`src/hdl/fscg_pkg.sv`:
```
// fscg_pkg: shared constants and types for the scan coordinate generator
// no dependencies
package fscg_pkg;

  localparam int unsigned MaxDimDefault = 32;
  localparam int unsigned CfgWidth = 6;
  localparam int unsigned CfgIdxWidth = 2;
  localparam int unsigned IndexWidth = 10;
  localparam int unsigned CoordWidth = 5;
  localparam int unsigned ModeWidth = 4;

  localparam logic [CfgIdxWidth-1:0] CFG_WIDTH  = 2'd0;
  localparam logic [CfgIdxWidth-1:0] CFG_HEIGHT = 2'd1;
  localparam logic [CfgIdxWidth-1:0] CFG_MODE   = 2'd2;

  localparam logic [ModeWidth-1:0] MODE_HORIZ = 4'd0;
  localparam logic [ModeWidth-1:0] MODE_VERT  = 4'd1;
  localparam logic [ModeWidth-1:0] MODE_ZIG   = 4'd2;
  localparam logic [ModeWidth-1:0] MODE_ROW   = 4'd3;
  localparam logic [ModeWidth-1:0] MODE_COL   = 4'd4;
  localparam logic [ModeWidth-1:0] MODE_DIAG  = 4'd5;
  localparam logic [ModeWidth-1:0] MODE_MIRR  = 4'd6;
  localparam logic [ModeWidth-1:0] MODE_BOX   = 4'd7;
  localparam logic [ModeWidth-1:0] MODE_IBOX  = 4'd8;

  // datapath commands from the controller
  typedef enum logic [2:0] {
    CMD_NONE  = 3'd0,
    CMD_LOAD  = 3'd1,   // latch index and set up for mode
    CMD_STEP  = 3'd2,   // one iteration of division / inverse triangle search
    CMD_EMIT  = 3'd3,   // present current coordinate, advance run
    CMD_PHASE = 3'd4    // switch to second segment of a run
  } cmd_e;

  typedef struct packed {
    logic busy_calc;  // division or search still running
    logic seg_done;   // current segment has no more cells after this one
    logic has_seg2;   // second segment present and non-empty
    logic in_seg2;
    logic error;
    logic single;
  } dp_status_t;

  // input transaction
  typedef struct packed {
    logic [IndexWidth-1:0] scan_index;
  } scan_req_t;

  // output transaction
  typedef struct packed {
    logic [CoordWidth-1:0] coord_row;
    logic [CoordWidth-1:0] coord_col;
    logic                  run_last;
    logic                  index_error;
  } coord_t;

endpackage

```
`src/hdl/fscg_if.sv`:
```
// fscg_if: valid/ready channel interface with a generic payload
// depends on nothing
interface fscg_if #(
  parameter type payload_t = logic
);
  logic     valid;
  logic     ready;
  payload_t payload;

  modport source (output valid, output payload, input ready);
  modport sink (input valid, input payload, output ready);
endinterface

```
`src/hdl/fscg_datapath.sv`:
```
// fscg_datapath: index arithmetic, iterative divide / inverse-triangle search, run walker
// depends on fscg_pkg
module fscg_datapath
  import fscg_pkg::*;
#(
  parameter int unsigned MaxDim = MaxDimDefault
) (
  input  logic                   clk_i,
  input  logic [CfgWidth-1:0]    width_cfg_i,
  input  logic [CfgWidth-1:0]    height_cfg_i,
  input  logic [ModeWidth-1:0]   mode_i,
  input  logic [IndexWidth-1:0]  index_i,
  input  cmd_e                   cmd_i,
  output dp_status_t             status_o,
  output logic [CoordWidth-1:0]  row_o,
  output logic [CoordWidth-1:0]  col_o
);

  localparam int unsigned DW = CfgWidth;       // dimension width (holds values up to 63)
  localparam int unsigned AW = 2 * CfgWidth;   // area width

  logic [DW-1:0] w, h, mn, mx;
  always_comb begin
    w = (width_cfg_i == '0) ? DW'(1) :
        (width_cfg_i > DW'(MaxDim)) ? DW'(MaxDim) : width_cfg_i;
    h = (height_cfg_i == '0) ? DW'(1) :
        (height_cfg_i > DW'(MaxDim)) ? DW'(MaxDim) : height_cfg_i;
    mn = (w < h) ? w : h;
    mx = (w > h) ? w : h;
  end

  // index registers
  logic [IndexWidth-1:0] idx_q, idx_d;
  // quotient / remainder or triangle search
  logic [IndexWidth-1:0] quo_q, quo_d, rem_q, rem_d;
  logic                  calc_q, calc_d;
  logic [1:0]            zsel_q, zsel_d;   // 0 divide-ish middle, 1 head, 2 tail
  logic [IndexWidth-1:0] tri_q, tri_d;     // tri(quo)
  // run walker
  logic [CoordWidth:0]   r_q, r_d, c_q, c_d;
  logic [CoordWidth:0]   cnt_q, cnt_d, cnt2_q, cnt2_d;
  logic                  seg2_q, seg2_d, err_q, err_d, single_q, single_d;

  logic [AW-1:0]         area, limit;
  logic [IndexWidth-1:0] mt;
  logic [AW-1:0]         mt_w;

  always_comb begin
    area = AW'(w) * AW'(h);
    mt_w = (AW'(mn) * (AW'(mn) + AW'(1))) >> 1;
    mt   = IndexWidth'(mt_w);
    case (mode_i)
      MODE_HORIZ, MODE_VERT, MODE_ZIG: limit = area;
      MODE_ROW:  limit = AW'(h);
      MODE_COL:  limit = AW'(w);
      MODE_DIAG: limit = AW'(w) + AW'(h) - AW'(1);
      MODE_MIRR, MODE_BOX: limit = AW'(mx);
      MODE_IBOX: limit = AW'(mn);
      default:   limit = '0;
    endcase
  end

  // zigzag result once search is finished
  logic [CoordWidth:0] zr, zc;
  logic [IndexWidth-1:0] dyz, dxz;
  always_comb begin
    dxz = quo_q;
    dyz = rem_q;
    zr = '0;
    zc = '0;
    case (zsel_q)
      2'd1: begin
        if (!dxz[0]) dyz = dxz - rem_q;
        zr = (CoordWidth+1)'(dyz);
        zc = (CoordWidth+1)'(dxz - dyz);
      end
      2'd2: begin
        if ((IndexWidth'(w) + IndexWidth'(h) - IndexWidth'(2) - dxz) % 2 == 0)
          dyz = dxz - rem_q;
        zr = (CoordWidth+1)'(IndexWidth'(h) - IndexWidth'(1) - dyz);
        zc = (CoordWidth+1)'(IndexWidth'(w) - IndexWidth'(1) - (dxz - dyz));
      end
      default: begin
        // middle band: dx = quo, dy = mn - rem
        dyz = IndexWidth'(mn) - rem_q;
        if (((quo_q + IndexWidth'(mn)) % 2) == 0) dyz = IndexWidth'(mn) - dyz + 1'b1;
        if (w < h) begin
          dyz = IndexWidth'(mn) - dyz + 1'b1;
          zr = (CoordWidth+1)'(quo_q + dyz);
          zc = (CoordWidth+1)'(IndexWidth'(w) - dyz);
        end else begin
          zr = (CoordWidth+1)'(IndexWidth'(h) - dyz);
          zc = (CoordWidth+1)'(quo_q + dyz);
        end
      end
    endcase
  end

  logic [IndexWidth:0] tri_next;
  logic [IndexWidth-1:0] dvs;
  always_comb begin
    tri_next = {1'b0, tri_q} + {1'b0, quo_q} + 1'b1;
    dvs = (mode_i == MODE_VERT) ? IndexWidth'(h) :
          (mode_i == MODE_HORIZ) ? IndexWidth'(w) : IndexWidth'(mn);
  end

  logic [IndexWidth-1:0] i_ext;
  logic [CoordWidth:0]   i6;
  always_comb begin
    idx_d = idx_q; quo_d = quo_q; rem_d = rem_q; calc_d = calc_q; zsel_d = zsel_q;
    tri_d = tri_q; r_d = r_q; c_d = c_q; cnt_d = cnt_q; cnt2_d = cnt2_q;
    seg2_d = seg2_q; err_d = err_q; single_d = single_q;
    i_ext = index_i;
    i6 = (CoordWidth+1)'(index_i);
    case (cmd_i)
      CMD_LOAD: begin
        idx_d = index_i; err_d = (AW'(index_i) >= limit); seg2_d = 1'b0;
        single_d = 1'b0; calc_d = 1'b0; quo_d = '0; tri_d = '0; rem_d = index_i;
        zsel_d = 2'd0; r_d = '0; c_d = '0; cnt_d = '0; cnt2_d = '0;
        if (!err_d) begin
          case (mode_i)
            MODE_HORIZ, MODE_VERT: begin
              single_d = 1'b1; calc_d = 1'b1;
            end
            MODE_ZIG: begin
              single_d = 1'b1; calc_d = 1'b1;
              if (i_ext < mt) begin
                zsel_d = 2'd1; rem_d = i_ext;
              end else if (IndexWidth'(area - AW'(i_ext)) <= mt) begin
                zsel_d = 2'd2; rem_d = IndexWidth'(area - AW'(i_ext) - AW'(1));
              end else begin
                zsel_d = 2'd0; rem_d = i_ext - mt;
              end
            end
            MODE_ROW: begin
              r_d = i6; c_d = '0; cnt_d = (CoordWidth+1)'(w);
            end
            MODE_COL: begin
              r_d = '0; c_d = i6; cnt_d = (CoordWidth+1)'(h);
            end
            MODE_DIAG: begin
              r_d = (i_ext < IndexWidth'(h)) ? i6 : (CoordWidth+1)'(h - 1'b1);
              c_d = (CoordWidth+1)'(i_ext - IndexWidth'(r_d));
              // cells until row wraps below 0 or col reaches w
              cnt_d = ((r_d + 1'b1) < ((CoordWidth+1)'(w) - c_d)) ?
                      (r_d + 1'b1) : ((CoordWidth+1)'(w) - c_d);
            end
            MODE_MIRR: begin
              if (index_i == '0) begin
                cnt_d = (CoordWidth+1)'(mn);
              end else begin
                if (i_ext < IndexWidth'(w)) begin
                  cnt_d = ((CoordWidth+1)'(h) < ((CoordWidth+1)'(w) - i6)) ?
                          (CoordWidth+1)'(h) : ((CoordWidth+1)'(w) - i6);
                end
                if (i_ext < IndexWidth'(h)) begin
                  cnt2_d = ((CoordWidth+1)'(w) < ((CoordWidth+1)'(h) - i6)) ?
                           (CoordWidth+1)'(w) : ((CoordWidth+1)'(h) - i6);
                end
              end
            end
            MODE_BOX: begin
              c_d = i6;
              if (i_ext < IndexWidth'(w))
                cnt_d = (i_ext < IndexWidth'(h)) ? i6 : (CoordWidth+1)'(h);
              if (i_ext < IndexWidth'(h))
                cnt2_d = (i_ext < IndexWidth'(w)) ? i6 + 1'b1 : (CoordWidth+1)'(w);
            end
            default: begin // ibox
              r_d = i6; c_d = i6;
              cnt_d = (CoordWidth+1)'(w) - i6;
              cnt2_d = (CoordWidth+1)'(h) - i6;
            end
          endcase
          // mirror and box with empty first segment start in the second
          if ((mode_i == MODE_MIRR || mode_i == MODE_BOX) && cnt_d == '0) begin
            cnt_d = cnt2_d; cnt2_d = '0; seg2_d = 1'b1;
          end
          if (mode_i == MODE_MIRR && index_i != '0) begin
            if (!seg2_d) begin
              r_d = cnt_d - 1'b1; c_d = cnt_d - 1'b1 + i6;
            end else begin
              r_d = cnt_d - 1'b1 + i6; c_d = cnt_d - 1'b1;
            end
          end else if (mode_i == MODE_MIRR) begin
            r_d = '0; c_d = '0;
          end
          if (mode_i == MODE_BOX && seg2_d) begin
            r_d = i6; c_d = '0;
          end
        end
      end
      CMD_STEP: begin
        // a step after the calculation finished leaves everything as it is
        if (calc_q) begin
          if (zsel_q == 2'd0 || mode_i == MODE_HORIZ || mode_i == MODE_VERT) begin
            // divide by repeated subtraction, quotient below 32
            if (rem_q >= dvs) begin
              rem_d = rem_q - dvs; quo_d = quo_q + 1'b1;
            end else begin
              calc_d = 1'b0;
            end
          end else begin
            // inverse triangular number: largest k with tri(k) <= n
            if (tri_next <= {1'b0, rem_q}) begin
              quo_d = quo_q + 1'b1; tri_d = IndexWidth'(tri_next);
            end else begin
              rem_d = rem_q - tri_q; calc_d = 1'b0;
            end
          end
        end
      end
      CMD_EMIT: begin
        cnt_d = cnt_q - 1'b1;
        case (mode_i)
          MODE_ROW: c_d = c_q + 1'b1;
          MODE_COL: r_d = r_q + 1'b1;
          MODE_DIAG: begin
            r_d = r_q - 1'b1; c_d = c_q + 1'b1;
          end
          MODE_MIRR: begin
            if (idx_q == '0) begin
              r_d = r_q + 1'b1; c_d = c_q + 1'b1;
            end else begin
              r_d = r_q - 1'b1; c_d = c_q - 1'b1;
            end
          end
          MODE_BOX: begin
            if (seg2_q) c_d = c_q + 1'b1; else r_d = r_q + 1'b1;
          end
          default: begin
            if (seg2_q) r_d = r_q + 1'b1; else c_d = c_q + 1'b1;
          end
        endcase
      end
      CMD_PHASE: begin
        seg2_d = 1'b1; cnt_d = cnt2_q; cnt2_d = '0;
        case (mode_i)
          MODE_MIRR: begin
            r_d = cnt2_q - 1'b1 + (CoordWidth+1)'(idx_q);
            c_d = cnt2_q - 1'b1;
          end
          MODE_BOX: begin
            r_d = (CoordWidth+1)'(idx_q); c_d = '0;
          end
          default: begin
            r_d = (CoordWidth+1)'(idx_q); c_d = (CoordWidth+1)'(idx_q);
          end
        endcase
      end
      default: ;
    endcase
  end

  always_ff @(posedge clk_i) begin
    idx_q <= idx_d; quo_q <= quo_d; rem_q <= rem_d; calc_q <= calc_d;
    zsel_q <= zsel_d; tri_q <= tri_d; r_q <= r_d; c_q <= c_d;
    cnt_q <= cnt_d; cnt2_q <= cnt2_d; seg2_q <= seg2_d; err_q <= err_d;
    single_q <= single_d;
  end

  always_comb begin
    status_o.busy_calc = calc_q;
    status_o.seg_done  = (cnt_q <= (CoordWidth+1)'(1));
    status_o.has_seg2  = (cnt2_q != '0);
    status_o.in_seg2   = seg2_q;
    status_o.error     = err_q;
    status_o.single    = single_q;
    row_o = '0;
    col_o = '0;
    if (err_q) begin
      row_o = '0; col_o = '0;
    end else if (single_q) begin
      case (mode_i)
        MODE_HORIZ: begin
          row_o = CoordWidth'(quo_q); col_o = CoordWidth'(rem_q);
        end
        MODE_VERT: begin
          row_o = CoordWidth'(rem_q); col_o = CoordWidth'(quo_q);
        end
        default: begin
          row_o = CoordWidth'(zr); col_o = CoordWidth'(zc);
        end
      endcase
    end else begin
      row_o = CoordWidth'(r_q); col_o = CoordWidth'(c_q);
    end
  end

endmodule

```
`src/hdl/fscg_ctrl.sv`:
```
// fscg_ctrl: sequencer for load, iterative calc and run emission
// depends on fscg_pkg
module fscg_ctrl
  import fscg_pkg::*;
(
  input  logic       clk_i,
  input  logic       rst_ni,
  input  logic       in_valid_i,
  output logic       in_ready_o,
  output logic       out_valid_o,
  input  logic       out_ready_i,
  output logic       out_last_o,
  input  dp_status_t status_i,
  output cmd_e       cmd_o
);

  typedef enum logic [3:0] {
    ST_IDLE = 4'b0001,
    ST_LOAD = 4'b0010,
    ST_CALC = 4'b0100,
    ST_EMIT = 4'b1000
  } state_e;

  state_e state_q, state_d;
  logic   last;

  always_comb begin
    last = status_i.error || status_i.single ||
           (status_i.seg_done && !status_i.has_seg2);
  end

  always_comb begin
    state_d = state_q;
    cmd_o = CMD_NONE;
    in_ready_o = 1'b0;
    out_valid_o = 1'b0;
    out_last_o = last;
    case (state_q)
      ST_IDLE: begin
        in_ready_o = 1'b1;
        if (in_valid_i) begin
          cmd_o = CMD_LOAD;
          state_d = ST_LOAD;
        end
      end
      ST_LOAD: begin
        state_d = status_i.busy_calc ? ST_CALC : ST_EMIT;
      end
      ST_CALC: begin
        cmd_o = CMD_STEP;
        if (!status_i.busy_calc) state_d = ST_EMIT;
      end
      ST_EMIT: begin
        out_valid_o = 1'b1;
        if (out_ready_i) begin
          if (last) begin
            state_d = ST_IDLE;
          end else if (status_i.seg_done) begin
            cmd_o = CMD_PHASE;
          end else begin
            cmd_o = CMD_EMIT;
          end
        end
      end
      default: state_d = ST_IDLE;
    endcase
  end

  always_ff @(posedge clk_i or negedge rst_ni) begin
    if (!rst_ni) begin
      state_q <= ST_IDLE;
    end else begin
      state_q <= state_d;
    end
  end

endmodule

```
`src/hdl/frequency_scan_coordinate_generator.sv`:
```
// frequency_scan_coordinate_generator: top level, config registers and channel glue
// depends on fscg_pkg, fscg_if, fscg_ctrl, fscg_datapath
//
// Maps a scan index to the coefficient coordinates it covers for the configured
// block width, height and scan mode. One index is handled at a time: it is taken
// in the idle cycle, a set-up state follows, then division (raster modes, zigzag
// middle band) or the inverse-triangle search (zigzag corners) runs one step per
// cycle, then coordinates leave one per cycle while the sink is ready, up to 64
// for an inverse box run. An index beyond the mode's range gives one result with
// index_error set. Configuration writes belong between runs, while idle.
module frequency_scan_coordinate_generator
  import fscg_pkg::*;
#(
  parameter int unsigned MaxDim = MaxDimDefault
) (
  input  logic                   clk_i,
  input  logic                   rst_ni,
  input  logic                   cfg_we_i,
  input  logic [CfgIdxWidth-1:0] cfg_idx_i,
  input  logic [CfgWidth-1:0]    cfg_data_i,
  fscg_if.sink                   in_if,
  fscg_if.source                 out_if
);

  logic [CfgWidth-1:0]  width_q, height_q;
  logic [ModeWidth-1:0] mode_q;

  always_ff @(posedge clk_i or negedge rst_ni) begin
    if (!rst_ni) begin
      width_q <= CfgWidth'(32);
      height_q <= CfgWidth'(32);
      mode_q <= MODE_ZIG;
    end else if (cfg_we_i) begin
      case (cfg_idx_i)
        CFG_WIDTH:  width_q <= cfg_data_i;
        CFG_HEIGHT: height_q <= cfg_data_i;
        CFG_MODE:   mode_q <= cfg_data_i[ModeWidth-1:0];
        default: ;
      endcase
    end
  end

  cmd_e                  cmd;
  dp_status_t            status;
  logic [CoordWidth-1:0] row, col;
  logic                  last;

  fscg_ctrl u_ctrl (
    .clk_i       (clk_i),
    .rst_ni      (rst_ni),
    .in_valid_i  (in_if.valid),
    .in_ready_o  (in_if.ready),
    .out_valid_o (out_if.valid),
    .out_ready_i (out_if.ready),
    .out_last_o  (last),
    .status_i    (status),
    .cmd_o       (cmd)
  );

  fscg_datapath #(.MaxDim(MaxDim)) u_dp (
    .clk_i        (clk_i),
    .width_cfg_i  (width_q),
    .height_cfg_i (height_q),
    .mode_i       (mode_q),
    .index_i      (in_if.payload.scan_index),
    .cmd_i        (cmd),
    .status_o     (status),
    .row_o        (row),
    .col_o        (col)
  );

  assign out_if.payload.coord_row   = row;
  assign out_if.payload.coord_col   = col;
  assign out_if.payload.run_last    = last;
  assign out_if.payload.index_error = status.error;

endmodule

```
`src/flat_wrapper.sv`:
```
// flat-port wrapper written by rule: the top's interface ports become plain ports
module frequency_scan_coordinate_generator_flat import fscg_pkg::*;
#(
  parameter int unsigned MaxDim = MaxDimDefault
)
  (clk_i, rst_ni, cfg_we_i, cfg_idx_i, cfg_data_i, in_if_valid, in_if_payload, in_if_ready, out_if_valid, out_if_payload, out_if_ready);
  fscg_if #(.payload_t(scan_req_t)) in_if_i ();
  fscg_if #(.payload_t(coord_t)) out_if_i ();
  input  logic clk_i;
  input  logic rst_ni;
  input  logic cfg_we_i;
  input  logic [CfgIdxWidth-1:0] cfg_idx_i;
  input  logic [CfgWidth-1:0] cfg_data_i;
  input wire logic [$bits(in_if_i.valid)-1:0] in_if_valid;
  input wire logic [$bits(in_if_i.payload)-1:0] in_if_payload;
  output wire logic [$bits(in_if_i.ready)-1:0] in_if_ready;
  output wire logic [$bits(out_if_i.valid)-1:0] out_if_valid;
  output wire logic [$bits(out_if_i.payload)-1:0] out_if_payload;
  input wire logic [$bits(out_if_i.ready)-1:0] out_if_ready;
  assign in_if_i.valid = in_if_valid;
  assign in_if_i.payload = in_if_payload;
  assign in_if_ready = in_if_i.ready;
  assign out_if_valid = out_if_i.valid;
  assign out_if_payload = out_if_i.payload;
  assign out_if_i.ready = out_if_ready;
  frequency_scan_coordinate_generator #(.MaxDim(MaxDim)) u_core (.clk_i(clk_i), .rst_ni(rst_ni), .cfg_we_i(cfg_we_i), .cfg_idx_i(cfg_idx_i), .cfg_data_i(cfg_data_i), .in_if(in_if_i), .out_if(out_if_i));
endmodule
```
`config.mk`:
```
export PLATFORM = sky130hd
export DESIGN_NAME = frequency_scan_coordinate_generator_flat
export DESIGN_NICKNAME = d
export VERILOG_FILES = /design/src/hdl/fscg_pkg.sv /design/src/hdl/fscg_if.sv /design/src/hdl/fscg_datapath.sv /design/src/hdl/fscg_ctrl.sv /design/src/hdl/frequency_scan_coordinate_generator.sv /design/src/flat_wrapper.sv
export SDC_FILE = /design/constraint.sdc
export NUM_CORES = 1
export LEC_CHECK = 0
export ABC_AREA = 1
export BUFFER_PORTS_ARGS = -buffer_cell sky130_fd_sc_hd__buf_4
export CORE_AREA = 4 4 196 198
export DETAILED_ROUTE_END_ITERATION = 7
export DIE_AREA = 0 0 200 202
export GPL_TIMING_DRIVEN = 0
export HOLD_SLACK_MARGIN = 0.05
export PLACE_DENSITY_LB_ADDON = 0.3
export SYNTH_ARGS = -nofsm -noshare
export SYNTH_HDL_FRONTEND = slang
export SYNTH_SLANG_ARGS = --single-unit
```
`constraint.sdc`:
```
create_clock -name clk_i -period 12.1 [get_ports clk_i]
set_clock_uncertainty 0.05 [all_clocks]
set_input_delay 3.025 -clock clk_i [delete_from_list [all_inputs] [get_ports clk_i]]
set_output_delay 3.025 -clock clk_i [all_outputs]
set_load 0.05 [all_outputs]
```
# After elaboration in Yosys (flattened, before gate mapping)
# Index checks and enable logic that the tools add are counted.
[totals]
latch_bits = 0
n_memories = 0
ram_bits = 0
ff_bits = 90
mem_bits_ro = 0
inputBits = 23
[classes]
n_eq_ne = 36
n_mux = 118
bitwise_logic = 1
div_mod_pow = 0
order_cmp = 15
shifts = 0
mul = 2
n_addsub = 47
reduce_logical = 43
[op_table]
columns = ["operator", "n"]
rows = [
  ["6-bit 2-to-1 mux", 45],
  ["10-bit 2-to-1 mux", 15],
  ["12-bit case mux with 6 select lines", 1],
  ["6-bit case mux with 3 select lines", 4],
  ["32-bit logical NOT", 2],
  ["5-bit 2-to-1 mux", 12],
  ["10-bit case mux with 2 select lines", 3],
  ["5-bit subtractor", 10],
  ["6-bit case mux with 2 select lines", 4],
  ["5-bit case mux with 2 select lines", 4],
  ["6-bit case mux with 6 select lines", 1],
  ["6-bit by 1-bit subtractor with 6-bit output, second input constant", 6],
  ["6-bit case mux with 5 select lines", 1],
  ["10-bit subtractor", 3],
  ["6-bit by 1-bit adder with 6-bit output, second input constant", 4],
  ["6-bit less-than comparator", 4],
  ["6-bit case mux with 4 select lines", 1],
  ["4-bit AND reduction", 6],
  ["6-bit subtractor", 4],
  ["4-bit by 3-bit equality test with 1-bit output, second input constant", 5],
  ["10-bit logical NOT", 2],
  ["10-bit by 6-bit less-than comparator with 1-bit output", 2],
  ["4-bit 2-to-1 mux", 5],
  ["6-bit logical NOT", 3],
  ["60 further kinds", 115],
]

# Depth between registers and ports, before layout
# Gate-level depths: netlist of run 1.
[logic_depth]
ltp_word = 24
depth_mapped = 64

# By module
# A second synthesis of run 1 with hierarchy kept.
[unflattened]
cells_unflattened = 2317
area_unflattened_um2 = 16500.8
[by_module_without_submodules]
columns = ["module", "seq_area_each_um2", "n_inst", "area_each_um2", "cells_each"]
rows = [
  ["fscg_datapath", 2042.0, 1, 15479.8, 2192],
  ["frequency_scan_coordinate_generator", 404.1, 1, 703.2, 74],
  ["fscg_ctrl", 101.3, 1, 317.8, 51],
]

# Worst setup path before layout of run 1
# Ideal clock, no wire load.
[synth_timing]
path_type = "register to output"
start = "register u_core.width_q[5]"
end = "output port out_if_payload[6]"
stages_incl_launch_ff = 34
required_ns = 9.025
slack_ns = 1.155
t_arrival_ns = 7.870
cell_sequence = "dfstp_2 -> buf_2 -> nand2_1 -> nand2_1 -> clkinv_1 -> ha_1 -> inv_1 -> a21oi_1 -> or2_2 -> nand3_2 -> o21ai_2 -> inv_2 -> ha_1 -> fa_1 -> xor2_1 -> ha_1 -> inv_1 -> fa_1 -> or2_2 -> o21ai_0 -> inv_1 -> ha_1 -> fa_1 -> xnor2_1 -> ha_1 -> a21oi_1 -> o21ai_0 -> xor2_1 -> or2_2 -> nand3_1 -> o211ai_1 -> nand2_1 -> o21ai_0 -> o21ai_0"
[synth_between]
elab_chain_cells = 18
elab_cells_between_ends = 31
cone_classes = "14 x add/sub; 2 x order compare; 12 x mux; 3 x reduce/logical"
[synth_lines]
columns = ["item", "line_no", "rtl"]
rows = [
  ["start, declared", "frequency_scan_coordinate_generator.sv:25", "logic [CfgWidth-1:0] width_q, height_q;"],
  ["start signal, assigned", "frequency_scan_coordinate_generator.sv:30", "width_q <= CfgWidth'(32);"],
  ["start signal, assigned", "frequency_scan_coordinate_generator.sv:35", "CFG_WIDTH: width_q <= cfg_data_i;"],
  ["6-bit > comparator", "fscg_datapath.sv:25", "(width_cfg_i > DW'(MaxDim)) ? DW'(MaxDim) : width_cfg_i;"],
  ["6-bit 2-to-1 mux", "fscg_datapath.sv:25", ""],
  ["6-bit 2-to-1 mux *", "fscg_datapath.sv:24", "w = (width_cfg_i == '0) ? DW'(1) :"],
  ["6-bit less-than comparator", "fscg_datapath.sv:28, fscg_datapath.sv:87", ""],
  ["6-bit 2-to-1 mux", "fscg_datapath.sv:28", "mn = (w < h) ? w : h;"],
  ["5-bit subtractor", "fscg_datapath.sv:85", "dyz = IndexWidth'(mn) - rem_q;"],
  ["5-bit subtractor", "fscg_datapath.sv:86", "if (((quo_q + IndexWidth'(mn)) % 2) == 0) dyz = IndexWidth'(mn) - dyz + 1'b1;"],
  ["5-bit by 1-bit adder with 5-bit output", "fscg_datapath.sv:86", ""],
  ["[... 2 more ...]", "-", ""],
  ["5-bit subtractor", "fscg_datapath.sv:88", "dyz = IndexWidth'(mn) - dyz + 1'b1;"],
  ["5-bit by 1-bit adder with 5-bit output", "fscg_datapath.sv:88", ""],
  ["5-bit subtractor", "fscg_datapath.sv:90", "zc = (CoordWidth+1)'(IndexWidth'(w) - dyz);"],
  ["5-bit 2-to-1 mux", "fscg_datapath.sv:87", "if (w < h) begin"],
  ["5-bit case mux with 2 select lines *", "fscg_datapath.sv:71", "case (zsel_q)"],
  ["5-bit case mux with 2 select lines *", "fscg_datapath.sv:274", "case (mode_i)"],
  ["5-bit 2-to-1 mux *", "fscg_datapath.sv:273", "end else if (single_q) begin"],
  ["5-bit 2-to-1 mux *", "fscg_datapath.sv:271", "if (err_q) begin"],
  ["end, declared", "flat_wrapper.sv:18", "output wire logic [$bits(out_if_i.payload)-1:0] out_if_payload;"],
]
# Mark *: on every way between the ends. The rest lies on a longest branch, timed or not. The select of a mux whose other input is x is not followed.

# Worst setup path after layout of run 1
[layout_timing]
start = "register u_core.width_q[5]"
end = "output port out_if_payload[11]"
[layout_between]
elab_chain_cells = 18
elab_cells_between_ends = 29
cone_classes = "12 x add/sub; 2 x order compare; 12 x mux; 3 x reduce/logical"
[layout_lines]
columns = ["item", "line_no", "rtl"]
rows = [
  ["6-bit > comparator", "fscg_datapath.sv:25", ""],
  ["6-bit 2-to-1 mux", "fscg_datapath.sv:25", ""],
  ["6-bit 2-to-1 mux *", "fscg_datapath.sv:24", ""],
  ["6-bit less-than comparator", "fscg_datapath.sv:28, fscg_datapath.sv:87", ""],
  ["6-bit 2-to-1 mux", "fscg_datapath.sv:28", ""],
  ["5-bit subtractor", "fscg_datapath.sv:85", ""],
  ["5-bit subtractor", "fscg_datapath.sv:86", ""],
  ["5-bit by 1-bit adder with 5-bit output", "fscg_datapath.sv:86", ""],
  ["[... 2 more ...]", "-", ""],
  ["5-bit subtractor", "fscg_datapath.sv:88", ""],
  ["5-bit by 1-bit adder with 5-bit output", "fscg_datapath.sv:88", ""],
  ["5-bit adder", "fscg_datapath.sv:89", "zr = (CoordWidth+1)'(quo_q + dyz);"],
  ["5-bit 2-to-1 mux", "fscg_datapath.sv:87", ""],
  ["5-bit case mux with 2 select lines *", "fscg_datapath.sv:71", ""],
  ["5-bit case mux with 2 select lines *", "fscg_datapath.sv:274", ""],
  ["5-bit 2-to-1 mux *", "fscg_datapath.sv:273", ""],
  ["5-bit 2-to-1 mux *", "fscg_datapath.sv:271", ""],
]
# Marked as above.

==> results of run 1 <==
-- Yosys cell counts, types with 5 or more instances --
library cell / number
xor2_1: 96
nor4_1: 6
inv_2: 15
xnor2_1: 40
o21ai_1: 9
edfxtp_1: 68
nor3_1: 24
nand2_2: 20
nand4_1: 16
a22oi_1: 13
nor2_1: 198
a31oi_1: 8
clkbuf_1: 29
a221oi_1: 14
o22ai_1: 17
a211oi_1: 7
fa_1: 62
nand3_1: 113
ha_1: 261
a311oi_1: 5
dfrtp_1: 16
o21ai_0: 176
nand2_1: 364
a21oi_1: 149
or2_2: 14
inv_1: 394
buf_2: 9
a21o_1: 10
o211ai_1: 27
clkinv_1: 8
o221ai_1: 16
o21a_1: 5
o21bai_1: 8
nor2_2: 10
o31ai_1: 5
-- final timing paths --
path                                           startpoint                                    to  depth (start not counted)
max                         u_core.width_q[5]$_DFFE_PN1P_                    out_if_payload[11]                         34
min                         u_core.width_q[4]$_DFFE_PN0P_         u_core.width_q[4]$_DFFE_PN0P_                          2
min reg2reg                 u_core.width_q[4]$_DFFE_PN0P_         u_core.width_q[4]$_DFFE_PN0P_                          2
min in group asynchronous                          rst_ni  u_core.u_ctrl.state_q[2]$_DFFE_PN0P_                          1
max reg2reg                u_core.height_q[5]$_DFFE_PN1P_          u_core.u_dp.r_q[4]$_DFFE_PP_                         59
max in group asynchronous                          rst_ni        u_core.height_q[5]$_DFFE_PN1P_                          1
-- per-layer routing --
| layer | up-vias | share of wire [%] | routed length [um] |
|---|---|---|---|
| li1 | 7714 | - | - |
| met1 | 7501 | 44 | 24000 |
| met2 | 675 | 44 | 23700 |
| met3 | 132 | 8.9 | 4870 |
| met4 | 0 | 3.6 | 1990 |
| met5 | - | 0 | 0 |
-- worst max-delay path: cells and delay by family, from the launching register on --
| family | cells | cell delay [ps] |
|---|---|---|
| xor+xnor | 4 | 830 |
| flops | 1 | 580 |
| simple gates | 9 | 1740 |
| fa+ha+maj | 8 | 2930 |
| buf+inv | 7 | 1220 |
| compound gates | 6 | 950 |
-- cell families (layout without fill, tap and decap cells) --
kind of cell               Yosys count  after routing
muxes                                3              3
xor gates and xnor gates           137            137
DFF                                 88             88
and+or+nand+nor                    782            782
adders and majority gates          323            323
AOI/OAI and AO/OA                  491            491
buffers and inverters              461            520
other                                2              4
-- stage by stage --
step | area [um2] | instances | utilization, % | setup slack, ps | TNS, ps
after global routing | 17600 | 2816 | 48.3 | 72.7 | 0
after global placement | 17200 | 2793 | 47.1 | -288 | -493
after detailed placement | 17200 | 2794 | 47.2 | -362 | -720
final | 17600 | 2816 | 48.3 | 374 | 0
after floorplan | 16300 | 2289 | - | 1160 | 0
after CTS | 17600 | 2810 | 48.1 | 88.4 | 0
-- sequential cells by signal, indices dropped and copies added (netlist names), 6 cells and up --
signal              flops
u_core.u_dp.cnt_q       6
u_core.u_dp.rem_q      10
u_core.u_dp.tri_q      10
u_core.width_q          6
u_core.u_dp.dxz        10
u_core.u_dp.cnt2_q      6
u_core.u_dp.idx_q      10
u_core.height_q         6
-- area by class of cell --
cell class / count / area, um2 / area share [%]
buffer: 43 / 194 / 1.10
clock buffer: 9 / 225 / 1.28
clock inverter: 7 / 81.3 / 0.461
inverter: 418 / 1590 / 8.99
multi-input combinational: 1740 / 12100 / 68.5
sequential: 88 / 2550 / 14.5
tap: 468 / 586 / 3.32
timing repair buffer: 43 / 330 / 1.87
-- timing repair --
item,in CTS,in global routing
setup endpoints to repair,6,8
buffers inserted,0,6
resized for setup,9,9
pin swaps,0,1
-- power groups by stage --
| stage | Clock, mW | Combinational [mW] | Sequential (mW) |
|---|---|---|---|
| 2_1_floorplan | 0 | 3.26 | 0.482 |
| 5_1_grt | 0.312 | 4.91 | 0.522 |
| 6_report | 0.301 | 4.37 | 0.513 |
| 3_3_place_gp | 0 | 4.13 | 0.514 |
| 4_1_cts | 0.300 | 4.28 | 0.511 |
| 3_5_place_dp | 0 | 4.25 | 0.517 |
==> impl_metrics.ini, run 1 <==
[critical_path]
cpMaxStageDelayCell = dfstp_2
max_stage_delay_ps = 580
arrival_ps = 8650
worst_setup_path_end_kind = output pin
worst_path_most_repeated_cell = ha_1
critical_path_launch_point_type = register
setup.worst_path.class = reg -> out
r2r_setup_slack_ps = 2280
critical_path_data_required_time_ps = 9020
cp_max_fo = 14

[final_layout]
nets = 2689
mostFrequentLayoutCell = inv_1
final_antenna_diode_count = 0
syn2layout_area_growth_pct = 7.86
num-fill-cells = 3697
drive_above_1_share_pct = 7.03
most_frequent_cells_in_the_layout = inv_1 (394), nand2_1 (362), ha_1 (261)

[yosys]
synth.mux.area_fraction_pct = 0.184
synth_simple_gate_area_share_pct = 20.7
synthTopCellsByArea = ha_1 (20%), edfxtp_1 (12%), inv_1 (9.1%)
post_synth_inst_count = 2287
netlist.top_cell.by_area = ha_1
synth-main-ff-cell = edfxtp_1
post_synth.cell_area_avg_um2 = 7.15
synth.yosys.warnings = 0
synth.top_cell.area_share_pct = 20.0
synth_adder_area_share_pct = 27.6
post_synth_xor_area_fraction_pct = 7.39
synth-compound-area-share_pct = 17.7
seq_area_frac_synth_pct = 15.6
synth_area_um2 = 16300
postSynth.asyncResetShare_pct = 22.7
postSynthRegisterBits = 88
synth_top_family_by_area = adder cells
synth_cell_types = 65
synth-edff-count = 68

[placed_design]
post-dp-hpwl_um = 43100
port_buffers = 36
gp_routability_congestion = 0.950

[cts]
cts-buffers-inserted = 9
cts_max_path_buffers = 2
cts-hold-fix-buffers = 0
clock_latency_reported_for_the_late_side_of_the_worst_skew_pair_ps = 370
cts-root-buf = clkbuf_16
cts_tree = built
clkSlewWorstSetupHoldPaths_ps = 70
clkSinkCount = 88
htree_levels = 3

[sta]
timing.final.setup_violations = 0
unrepaired_setup_endpoints_after_global_routing = no
fin_crit_ps = 11730
max-slew-margin-rel_pct = 3.34
holdWs_ps = 450
maxClockFrequency_mhz = 85.3
max_slew.worst_pin.slew_ps = 1440
timing.final.crit_share_pct = 96.9
number_of_max_slew_violations_in_the_final_report = 0
finalHoldViolations = 0

[global_route]
vias_in_the_first_global_route = 15500
gr-usage-met3_pct = 4.85
grt_start_max_net_pins = 21
grtUsageMet2_pct = 41.3
grt_first_pass_wirelength_um = 85200
grt_remaining_overflow = 0
grt_util_all_layers_pct = 26.7
initial_antenna_violation_count = 0
grt.met1_usage_pct = 37.4
grt_most_used_layer = met2

[detailed_routing]
drt.antenna.violating_nets = 0
routed_wirelength_um = 54600
drc = 0
detailroute.via_count = 16000
wl_per_cell_um = 19.4
drtIter0Drc = 1492
viasPerCell = 5.69
firstDrtPassIters = 7

[status]
status = finished clean

[floorplanning]
number_of_primary_i_o_pins = 37
core_area_um2 = 36500
die_y_um = 202
die_w_um = 200
rows = 70
die-area_um2 = 40400
effective_utilization_at_floorplan_pct = 44.7

[power]
pwr-share-clk_pct = 5.8
leakage_nw = 8.85
p_int_mw = 2.20
powerDensity_nw_per_um2 = 294
p_switching_mw = 2.99
worst_ir_drop_vdd_v = 0.000180
p_seq_share_pct = 9.9
report.power.total_mw = 5.18
switching_share_pct = 57.6
comb_power_share_pct = 84.3

[hold_path]
min-delay-path-class = reg -> reg

[run]
max_cap_violations = 0
Note: power is estimated with default switching activity, not from simulation.
==> inputs of run 2 (changes only) <==
- CORE_AREA: 4 4 196 198 -> 2 2 194 196
- DIE_AREA: 0 0 200 202 -> 0 0 196 198
==> run 2 against run 1 <==
  * The flow now finishes with violations (DRC)
  * Clock power down 3%
  * Design area about the same
  * Largest cell class unchanged
  * First-iteration DRC count up 2.1%
  * Count of clock-buffer cells in the layout unchanged
  * Register-to-register slack better by 150 ps
  * Largest power group unchanged
  * Worst hold slack better by 7.6 ps
  * Sequential share of layout area about the same
  * Utilization down 0.60 points
  * Final cell count up 0.14%
  * Die area down 3.9%
  * Fmax up 0.29%
  * Non-clock buffer count down 2
==> impl_metrics.ini, run 2 (synthesized netlist as in run 1, its figures left out) <==
[status]
status = finished with violations
failing_checks = DRC

[power]
worst_ir_drop_vdd_v = 0.000168
leakage_nw = 8.84
report.power.total_mw = 5.17
powerDensity_nw_per_um2 = 293

[critical_path]
arrival_ps = 8620
cpMaxStageDelayCell = dfstp_2
worst-r2r-cell-count = 43
critical_path_launch_point_type = register
r2r_setup_slack_ps = 2430
cp_max_fo = 14
worst_setup_path_end_kind = output pin
critical_path_data_required_time_ps = 9020
setup.worst_path.class = reg -> out
max_stage_delay_ps = 580
regToRegStartpoint = u_core.width_q[5]$_DFFE_PN1P_
rr_endpoint = u_core.u_dp.rem_q[7]$_DFFE_PP_
worst_path_most_repeated_cell = ha_1

[detailed_routing]
wl_per_cell_um = 19.4
detailroute.via_count = 16000
viasPerCell = 5.67
drtIter0Drc = 1523
drc = 1
routed_wirelength_um = 54600
firstDrtPassIters = 8
drt.antenna.violating_nets = 0

[global_route]
grt_util_all_layers_pct = 28.1
initial_antenna_violation_count = 0
grt_first_pass_wirelength_um = 84200
vias_in_the_first_global_route = 15200
grt_remaining_overflow = 0
grt_start_max_net_pins = 21

[sta]
fin_crit_ps = 11690
timing.final.crit_share_pct = 96.6
final.setup.tns_ps = 0
unrepaired_setup_endpoints_after_global_routing = no
timing.final.setup_violations = 0
maxClockFrequency_mhz = 85.5
number_of_max_slew_violations_in_the_final_report = 0
max-slew-margin-rel_pct = 1.95
finalHoldViolations = 0
max_slew.worst_pin.slew_ps = 1460

[cts]
clock_latency_reported_for_the_late_side_of_the_worst_skew_pair_ps = 370
cts_max_path_buffers = 2
cts_tree = built
htree_levels = 3
cts-hold-fix-buffers = 0
clkSlewWorstSetupHoldPaths_ps = 70
cts-root-buf = clkbuf_16
clkSinkCount = 88
cts-buffers-inserted = 9

[run]
max_cap_violations = 0

[placed_design]
port_buffers = 36
gp_routability_congestion = 0.951
post-dp-hpwl_um = 43200

[hold_path]
startpoint_of_the_tightest_hold_check_path = u_core.width_q[4]$_DFFE_PN0P_
min_path_cells = 2
holdPathEnd = u_core.width_q[4]$_DFFE_PN0P_
min-delay-path-class = reg -> reg

[final_layout]
nets = 2687
most_frequent_cells_in_the_layout = inv_1 (394), nand2_1 (362), ha_1 (261)
final_antenna_diode_count = 0
syn2layout_area_growth_pct = 7.79
mostFrequentLayoutCell = inv_1
drive_above_1_share_pct = 6.99

[floorplanning]
core_area_um2 = 37000
die_y_um = 198
rows = 71
effective_utilization_at_floorplan_pct = 44.2
die-area_um2 = 38800
die_w_um = 196
number_of_primary_i_o_pins = 37
==> run 2: area by class of cell <==
class / instances / area [um2]
sequential: 88 / 2550
tap: 474 / 593
clock buffer: 9 / 225
inverter: 418 / 1590
multi-input combinational: 1740 / 12100
buffer: 43 / 194
fill: 3690 / 19300
timing repair buffer: 41 / 315
clock inverter: 7 / 72.6
==> run 2: worst max path at each step <==
stage / start / end / slack (ps) / cells after the start
6_report: u_core.width_q[5]$_DFFE_PN1P_ / out_if_payload[11] / 410 / 34
5_1_grt: u_core.width_q[5]$_DFFE_PN1P_ / out_if_payload[11] / 90 / 34
4_1_cts: u_core.width_q[5]$_DFFE_PN1P_ / out_if_payload[11] / 30 / 33
3_5_place_dp: u_core.width_q[5]$_DFFE_PN1P_ / out_if_payload[11] / -380 / 34
3_3_place_gp: u_core.width_q[5]$_DFFE_PN1P_ / out_if_payload[11] / -340 / 33
2_1_floorplan: u_core.width_q[5]$_DFFE_PN1P_ / out_if_payload[6] / 1160 / 33
==> run 2: metal layers <==
metal / up-vias / track usage [%] / part of all wire (%)
li1: 7709 / - / -
met1: 7497 / 38.1 / 44
met2: 648 / 45.4 / 44
met3: 139 / 4.14 / 7.9
met4: 0 / 10.6 / 3.7
met5: - / 0 / 0
==> run 2: worst max-delay path: cells and delay by family (launching register included) <==
kind | cells | cell delay, ps
buffers and inverters | 7 | 1570
flip-flops | 1 | 580
AND/OR/NAND/NOR | 8 | 1240
XOR/XNOR | 5 | 960
AO/OA/AOI/OAI | 7 | 1530
adder cells (fa/ha/maj) | 7 | 2380
==> run 2: report_power, final <==
group	switching, mW	total, mW	internal (mW)
logic	2.74	4.36	1.62
clock network	0.146	0.292	0.146
registers	0.0854	0.513	0.428
==> run 2: timing repair <==
| action | CTS | global route |
|---|---|---|
| setup endpoints to repair | 6 | 4 |
| pin swaps | 0 | 2 |
| setup buffers | 0 | 4 |
| resized for setup | 11 | 7 |
| gates cloned | 0 | 0 |
==> run 2: stage by stage <==
step / hold WS [ps] / setup slack, ps / cell area (um2) / std cells / util [%]
2_1_floorplan: 403 / 1160 / 16300 / 2289 / -
3_3_place_gp: 425 / -337 / 17200 / 2799 / 46.6
3_5_place_dp: 436 / -383 / 17200 / 2800 / 46.6
4_1_cts: 453 / 34.1 / 17600 / 2816 / 47.5
5_1_grt: 467 / 85.6 / 17600 / 2820 / 47.7
6_report: 457 / 408 / 17600 / 2820 / 47.7
